File: src/sdf_pkg.sv
`default_nettype none
package sdf_pkg;

   localparam int COORD_BITS_DEF    = 16;
   localparam int FRACTION_BITS_DEF = 12;
   localparam int QSH               = 30;

   // Q30 constants
   localparam longint Q_SPH_R    = 64'sd107374182;
   localparam longint Q_HALF_C   = 64'sd80530637;
   localparam longint Q_CONE_N   = 64'sd960383883;
   localparam longint Q_CONE_Z   = 64'sd480191942;
   localparam longint Q_CONE_OFF = 64'sd96038388;
   localparam longint Q_TOR_R    = 64'sd85899346;
   localparam longint Q_TOR_S    = 64'sd42949673;
   localparam longint Q_OCT_S    = 64'sd161061274;
   localparam longint Q_OCT_K    = 64'sd619925132;

   localparam longint RING_X [6] = '{64'sd0, 64'sd278964556, 64'sd278969815,
                                     64'sd10518, -64'sd278959297, -64'sd278975074};
   localparam longint RING_Y [6] = '{64'sd322122547, 64'sd161064310, -64'sd161055201,
                                     -64'sd322122547, -64'sd161073419, 64'sd161046092};

   // Q30 to fraction bits, rounded half away from zero
   function automatic longint to_fix(input longint c, input int fb);
      longint half;
      half = longint'(1) <<< (QSH - fb - 1);
      if (c >= 0) return (c + half) >>> (QSH - fb);
      return -(((-c) + half) >>> (QSH - fb));
   endfunction

endpackage
`default_nettype wire

File: src/sdf_isqrt.sv
`default_nettype none
// Pipelined integer square root, one result bit per stage.
module sdf_isqrt
   import sdf_pkg::*;
#(
   parameter int IN_BITS = 40,
   parameter int TAG_BITS = 8
) (
   input  wire logic                clock,
   input  wire logic                reset,
   input  wire logic                en,
   input  wire logic [IN_BITS-1:0]  rad_in,
   input  wire logic [TAG_BITS-1:0] tag_in,
   output logic [IN_BITS/2-1:0]     root_out,
   output logic [TAG_BITS-1:0]      tag_out
);
   localparam int RB = (IN_BITS + 1) / 2;
   localparam int NB = 2 * RB;

   logic [NB-1:0]       rem_ff  [RB+1];
   logic [RB-1:0]       root_ff [RB+1];
   logic [NB-1:0]       rad_ff  [RB+1];
   logic [TAG_BITS-1:0] tag_ff  [RB+1];

   always_comb begin
      rem_ff[0]  = '0;
      root_ff[0] = '0;
      rad_ff[0]  = NB'(rad_in);
      tag_ff[0]  = tag_in;
   end

   for (genvar s = 0; s < RB; s++) begin : g_stage
      logic [NB+1:0] trial_in;
      logic [NB+1:0] cur_in;
      always_comb begin
         cur_in   = {rem_ff[s], rad_ff[s][NB-1 -: 2]};
         trial_in = {({2'b0, root_ff[s]} << 2) | (NB+2)'(1)};
      end
      // tag carries the valid bit, so it is cleared at reset
      always_ff @(posedge clock) begin
         if (reset) tag_ff[s+1] <= '0;
         else if (en) tag_ff[s+1] <= tag_ff[s];
      end
      always_ff @(posedge clock) begin
         if (en) begin
            rad_ff[s+1] <= rad_ff[s] << 2;
            if (cur_in >= trial_in) begin
               rem_ff[s+1]  <= NB'(cur_in - trial_in);
               root_ff[s+1] <= {root_ff[s][RB-2:0], 1'b1};
            end else begin
               rem_ff[s+1]  <= NB'(cur_in);
               root_ff[s+1] <= {root_ff[s][RB-2:0], 1'b0};
            end
         end
      end
   end

   assign root_out = root_ff[RB][IN_BITS/2-1:0];
   assign tag_out  = tag_ff[RB];
endmodule
`default_nettype wire

File: config.mk
export PLATFORM = sky130hd
export DESIGN_NAME = sdf_isqrt
export DESIGN_NICKNAME = d
export VERILOG_FILES = /design/src/sdf_pkg.sv /design/src/sdf_isqrt.sv
export SDC_FILE = /design/constraint.sdc
export NUM_CORES = 2
export LEC_CHECK = 0
export BUFFER_PORTS_ARGS = -buffer_cell sky130_fd_sc_hd__buf_2
export CAP_MARGIN = 25
export CORE_ASPECT_RATIO = 2
export CORE_MARGIN = 2
export CORE_UTILIZATION = 50
export DETAILED_ROUTE_END_ITERATION = 7
export PLACE_DENSITY = 0.76
export SKIP_CTS_REPAIR_TIMING = 1
export SLEW_MARGIN = 40
export SYNTH_ARGS = -nofsm -noshare
export SYNTH_HDL_FRONTEND = slang
export SYNTH_SLANG_ARGS = --single-unit
File: constraint.sdc
create_clock -name clock -period 4 [get_ports clock]
set_clock_uncertainty 0.05 [all_clocks]
set_input_delay 0.4 -clock clock [delete_from_list [all_inputs] [get_ports clock]]
set_output_delay 0.4 -clock clock [all_outputs]
set_load 0.05 [all_outputs]
* Word level (Yosys, flattened, before mapping) *
Cells that the tools add are included.
Widths: inputs -> output; s select.

word-level totals
  bits in registers = 1473
  input port bits = 51

cells by class
  $add $sub $neg = 19
  order comparisons = 20
  muxes and demuxes = 39

operators by type and width
  cell              count
  $mux 40           18
  $ge 42x10->1      1
  $ge 42x11->1      1
  $ge 42x12->1      1
  $ge 42x13->1      1
  $ge 42x14->1      1
  $ge 42x15->1      1
  $ge 42x16->1      1
  $ge 42x17->1      1
  $ge 42x18->1      1
  $ge 42x19->1      1
  $ge 42x20->1      1
  $ge 42x21->1      1
  $ge 42x3->1       1
  $ge 42x4->1       1
  $ge 42x5->1       1
  $ge 42x6->1       1
  $ge 42x7->1       1
  $ge 42x8->1       1
  $ge 42x9->1       1
  $sub 40x10->40    1
  $sub 40x11->40    1
  $sub 40x12->40    1
  $sub 40x13->40    1
  other kinds (18)  37

* Depth between registers and ports, before layout *
  word-level depth = 2
  depth in mapped cells = 13
  depth with buffers taken out = 11

* Least setup slack after synthesis *
OpenSTA, ideal clock, no wires.

  path kind = register -> register
  from = reg rem_ff, in the netlist g_stage[14].cur_in[3]
  to = reg rem_ff, in the netlist g_stage[15].cur_in[39], data pin
  arrival = 3.174 ns
  setup slack = 0.518 ns
  cell stages (with the launch flop) = 10
  path buffers = 0
  clock period less this slack = 3.482 ns
  path through = edfxtp_1 ha_1 o21a_1 o31a_1 o21ai_0 a2111oi_0 nor4b_4 a2111o_1 or4b_1 xnor2_1

between the ends
  longest elaborated chain between the ends = 2
  elaborated cells on any way between the ends = 3

ends and longest elaborated chain
  what                                                   line                              text
  start, declared                                        sdf_isqrt.sv:20                   logic [NB-1:0] rem_ff [RB+1];
  start signal, assigned by index                        sdf_isqrt.sv:48                   rem_ff[s+1] <= NB'(cur_in - trial_in);
  start signal, assigned by index                        sdf_isqrt.sv:51                   rem_ff[s+1] <= NB'(cur_in);
  $sub 40x16->40 / $ge 42x16->1 (equally long branches)  sdf_isqrt.sv:48, sdf_isqrt.sv:47
  $mux 40 (*)                                            sdf_isqrt.sv:47                   if (cur_in >= trial_in) begin

Mark *: on every way between the ends. The rest lies on a longest branch, timed or not.
A chain may end at the register's enable or synchronous reset.

* Final worst setup path *
  from = reg rem_ff, in the netlist g_stage[17].cur_in[5]
  to = reg rem_ff, in the netlist g_stage[18].cur_in[39], data pin

between the ends
  longest elaborated chain between the ends = 2
  elaborated cells on any way between the ends = 3

ends and longest elaborated chain
  what                                                   line
  $sub 40x19->40 / $ge 42x19->1 (equally long branches)  sdf_isqrt.sv:48, sdf_isqrt.sv:47
  $mux 40 (*)                                            sdf_isqrt.sv:47

Marked as above.

==> summary.md <==
| Metric | Value |
|---|---|
| H-tree depth | 4 |
| Vias per cell | 5.58 |
| Synth Flop Type | edfxtp_1 |
| Final antenna-violating net count | 0 |
| Slew @ Worst Pin | 936 ps |
| Post-Syn Nets | 5489 |
| Clk_lat worst skew | 770 ps |
| IO Count | 79 |
| Max_slew headroom | 37.2% |
| Status | finished clean |
| Multi-input gate area | 22700 µm² |
| Static Leakage | 0.0281 µW |
| Most frequent cells in the layout | edfxtp_1 (1288), nor2_1 (470), xor2_1 (314) |
| Clock power frac | 34.2% |
| Final setup violation count | 0 |
| Logic gate share of total power | 13.5% |
| Cells after synthesis | 5206 |
| Pwr Density | 486 nW/µm² |
| Die footprint | 135000 µm² |
| Post-Route WL | 137000 µm |
| Commonest non-fill, non-tap cell in the layout | edfxtp_1 |
| Syn avg cell area | 12.7 µm² |
| Core Rows | 188 |
| Starting density of the core | 50.4% |
| Drc violations | 0 |
| Die W | 261 µm |
| Yosys Warn Count | 0 |
| Crit path max fanout | 10 |
| Crit path time final | 3850 ps |
| Setup CP Type | reg -> reg |
| Main area contributors after synthesis | edfxtp_1 (58%), dfxtp_1 (4.8%), ha_1 (4.4%) |
| Synthesized area | 66100 µm² |
| Setup crit end kind | flip-flop |
| Die height | 518 µm |
| Inst Count DP | 7042 |
| Area leader, netlist | edfxtp_1 |
| Core area | 131000 µm² |
| Fin nets | 5797 |
| TritonCTS clock tree | built |
| Post-Route Utilization | 56.8% |
| Fmax | 259 MHz |
| Yosys cell types | 81 |
| Met2 Use GR | 42.2% |
| Vias in the first global route | 42360 |
| Post-synth ARST share | 0% |
| Reg clk slew, reported paths | 60 ps |
| Largest net degree at the start of global routing | 113 |
| Grt met3 use | 2.79% |
| Non-Filler Instances | 7331 |
| Grt total ovfl | 0 |
| TritonCTS buffer count | 131 |
| Final Hold Viols | 0 |
| MaxCap Viol Count | 0 |
| CTS sink count | 1448 |
| EDFF count, synth | 1288 |
| All-Layer GR Usage | 20.0% |
| Area delta synth->final | 12.7% |
| FF+latch area | 41900 µm² |
| Pint | 27000 µW |
| CP startpoint kind | flip-flop |
| PortBufs | 78 |
| Max-slew violations | 0 |
| Sequential share of power | 52.3% |
| Initial antenna violation count | 2 |
| Max VDD drop | 0.000457 V |
| Hold Crit Class | in -> reg |
| DP HPWL | 102000 µm |
| Met1 Track Usage GR | 13.8% |
| DRT Pass-1 Iters | 7 |
| Synth Register Bits | 1448 |
| Initial DRC count | 2223 |
| DR WL/cell | 18.7 µm |
| Period Utilization, post-route | 96.4% |
| CTS root buffer | clkbuf_16 |
| First-pass GRT wire length | 209000 µm |
| Via Count | 40897 |
| Worst EP required | 4420 ps |
| GRT Max-Usage Layer | met2 |
| Switching Share | 25.5% |
| Sequential area share after synthesis | 63.3% |
| Sw Pwr | 9250 µW |
| Yosys top cell area share | 58.5% |
| Layout cells sized above 1 | 9.45% |
| Maximum buffer depth of the clock tree | 3 |
| WP data arrival | 4270 ps |
| Gp weighted congestion | 0.939 |
| Unrepaired setup endpoints after global routing | no |
| # fillers | 10277 |
[path summary, 6_finish.rpt]
| kind | start | end | slack, ps | cells after the start |
|---|---|---|---|---|
| max | g_stage[17].cur_in[5]$_DFFE_PP_ | g_stage[18].cur_in[39]$_DFFE_PP_ | 150 | 9 |
| min reg2reg | rad_ff[277]$_DFFE_PP_ | g_stage[15].cur_in[1]$_DFFE_PP_ | 350 | 0 |
| min | en | rad_ff[773]$_DFFE_PP_ | 30 | 1 |
| max reg2reg | g_stage[17].cur_in[5]$_DFFE_PP_ | g_stage[18].cur_in[39]$_DFFE_PP_ | 150 | 9 |
[cell usage after synthesis (160+ instances only)]
cell      instances
edfxtp_1       1288
xnor2_1         257
a21oi_1         181
inv_1           293
nor3_1          193
o21ai_0         185
ha_1            232
nor2_1          470
nand2_1         301
mux2i_1         167
xor2_1          314
dfxtp_1         160
[cell type report]
type                    instances  area share [%]
diodes                          1         0.00336
clock buffers                 165            4.72
clock inverters                74           0.957
inverters                     296            1.49
multi-input cells            3331            30.4
flip-flops and latches       1448            56.2
well taps                    1710            2.87
repair buffers                306            3.34
[power by group through the flow]
stage	logic (µW)	registers (µW)	clock network (µW)
6_report	4890	18900	12400
5_1_grt	5350	19000	13300
4_1_cts	4840	18900	12700
3_5_place_dp	4810	19200	0
3_3_place_gp	4650	19200	0
2_1_floorplan	3250	19000	0
[worst max-delay path, cell delays in order (launching register included)]
cell and delay (ps):
edfxtp_1 400, ha_1 350, a21oi_1 360, o21bai_1 100
a41o_1 280, a221o_1 400, a22o_1 280, a221o_1 470
nor4b_1 730, xor2_1 120
[layer usage]
| metal | vias up | wire, µm |
|---|---|---|
| met5 | - | 0 |
| met4 | 0 | 13800 |
| met3 | 505 | 3240 |
| met2 | 832 | 82300 |
| met1 | 19787 | 37900 |
| li1 | 19773 | - |
[state kept, by name, indices dropped and copies added, names as in the netlist]
name              flops
g_stage.trial_in    190
root_out             20
tag_ff              152
tag_out               8
g_stage.cur_in      736
rad_ff              342
[kinds of logic after synthesis]
logic type,share of synthesized area [%]
AND/OR/NAND/NOR,12.6
flip-flops,63.3
AO/OA/AOI/OAI,6.63
XOR/XNOR,7.56
buffers and inverters,2.49
adder cells (fa/ha/maj),4.39
multiplexers,3.02
other,0.00567
[per-stage QoR]
stage	instance area (µm²)	hold slack [ps]	worst slack (ps)	power (µW)	TNS [ps]
2_1_floorplan	66100	350	518	22200	0
3_3_place_gp	69800	350	166	23800	0
3_5_place_dp	69800	355	-55.6	24000	-202
4_1_cts	74000	-303	-78.6	36400	-458
5_1_grt	74600	22.8	10.2	37600	0
6_report	74600	30.2	146	36200	0
No activity file was read; power rests on OpenSTA's default activity.
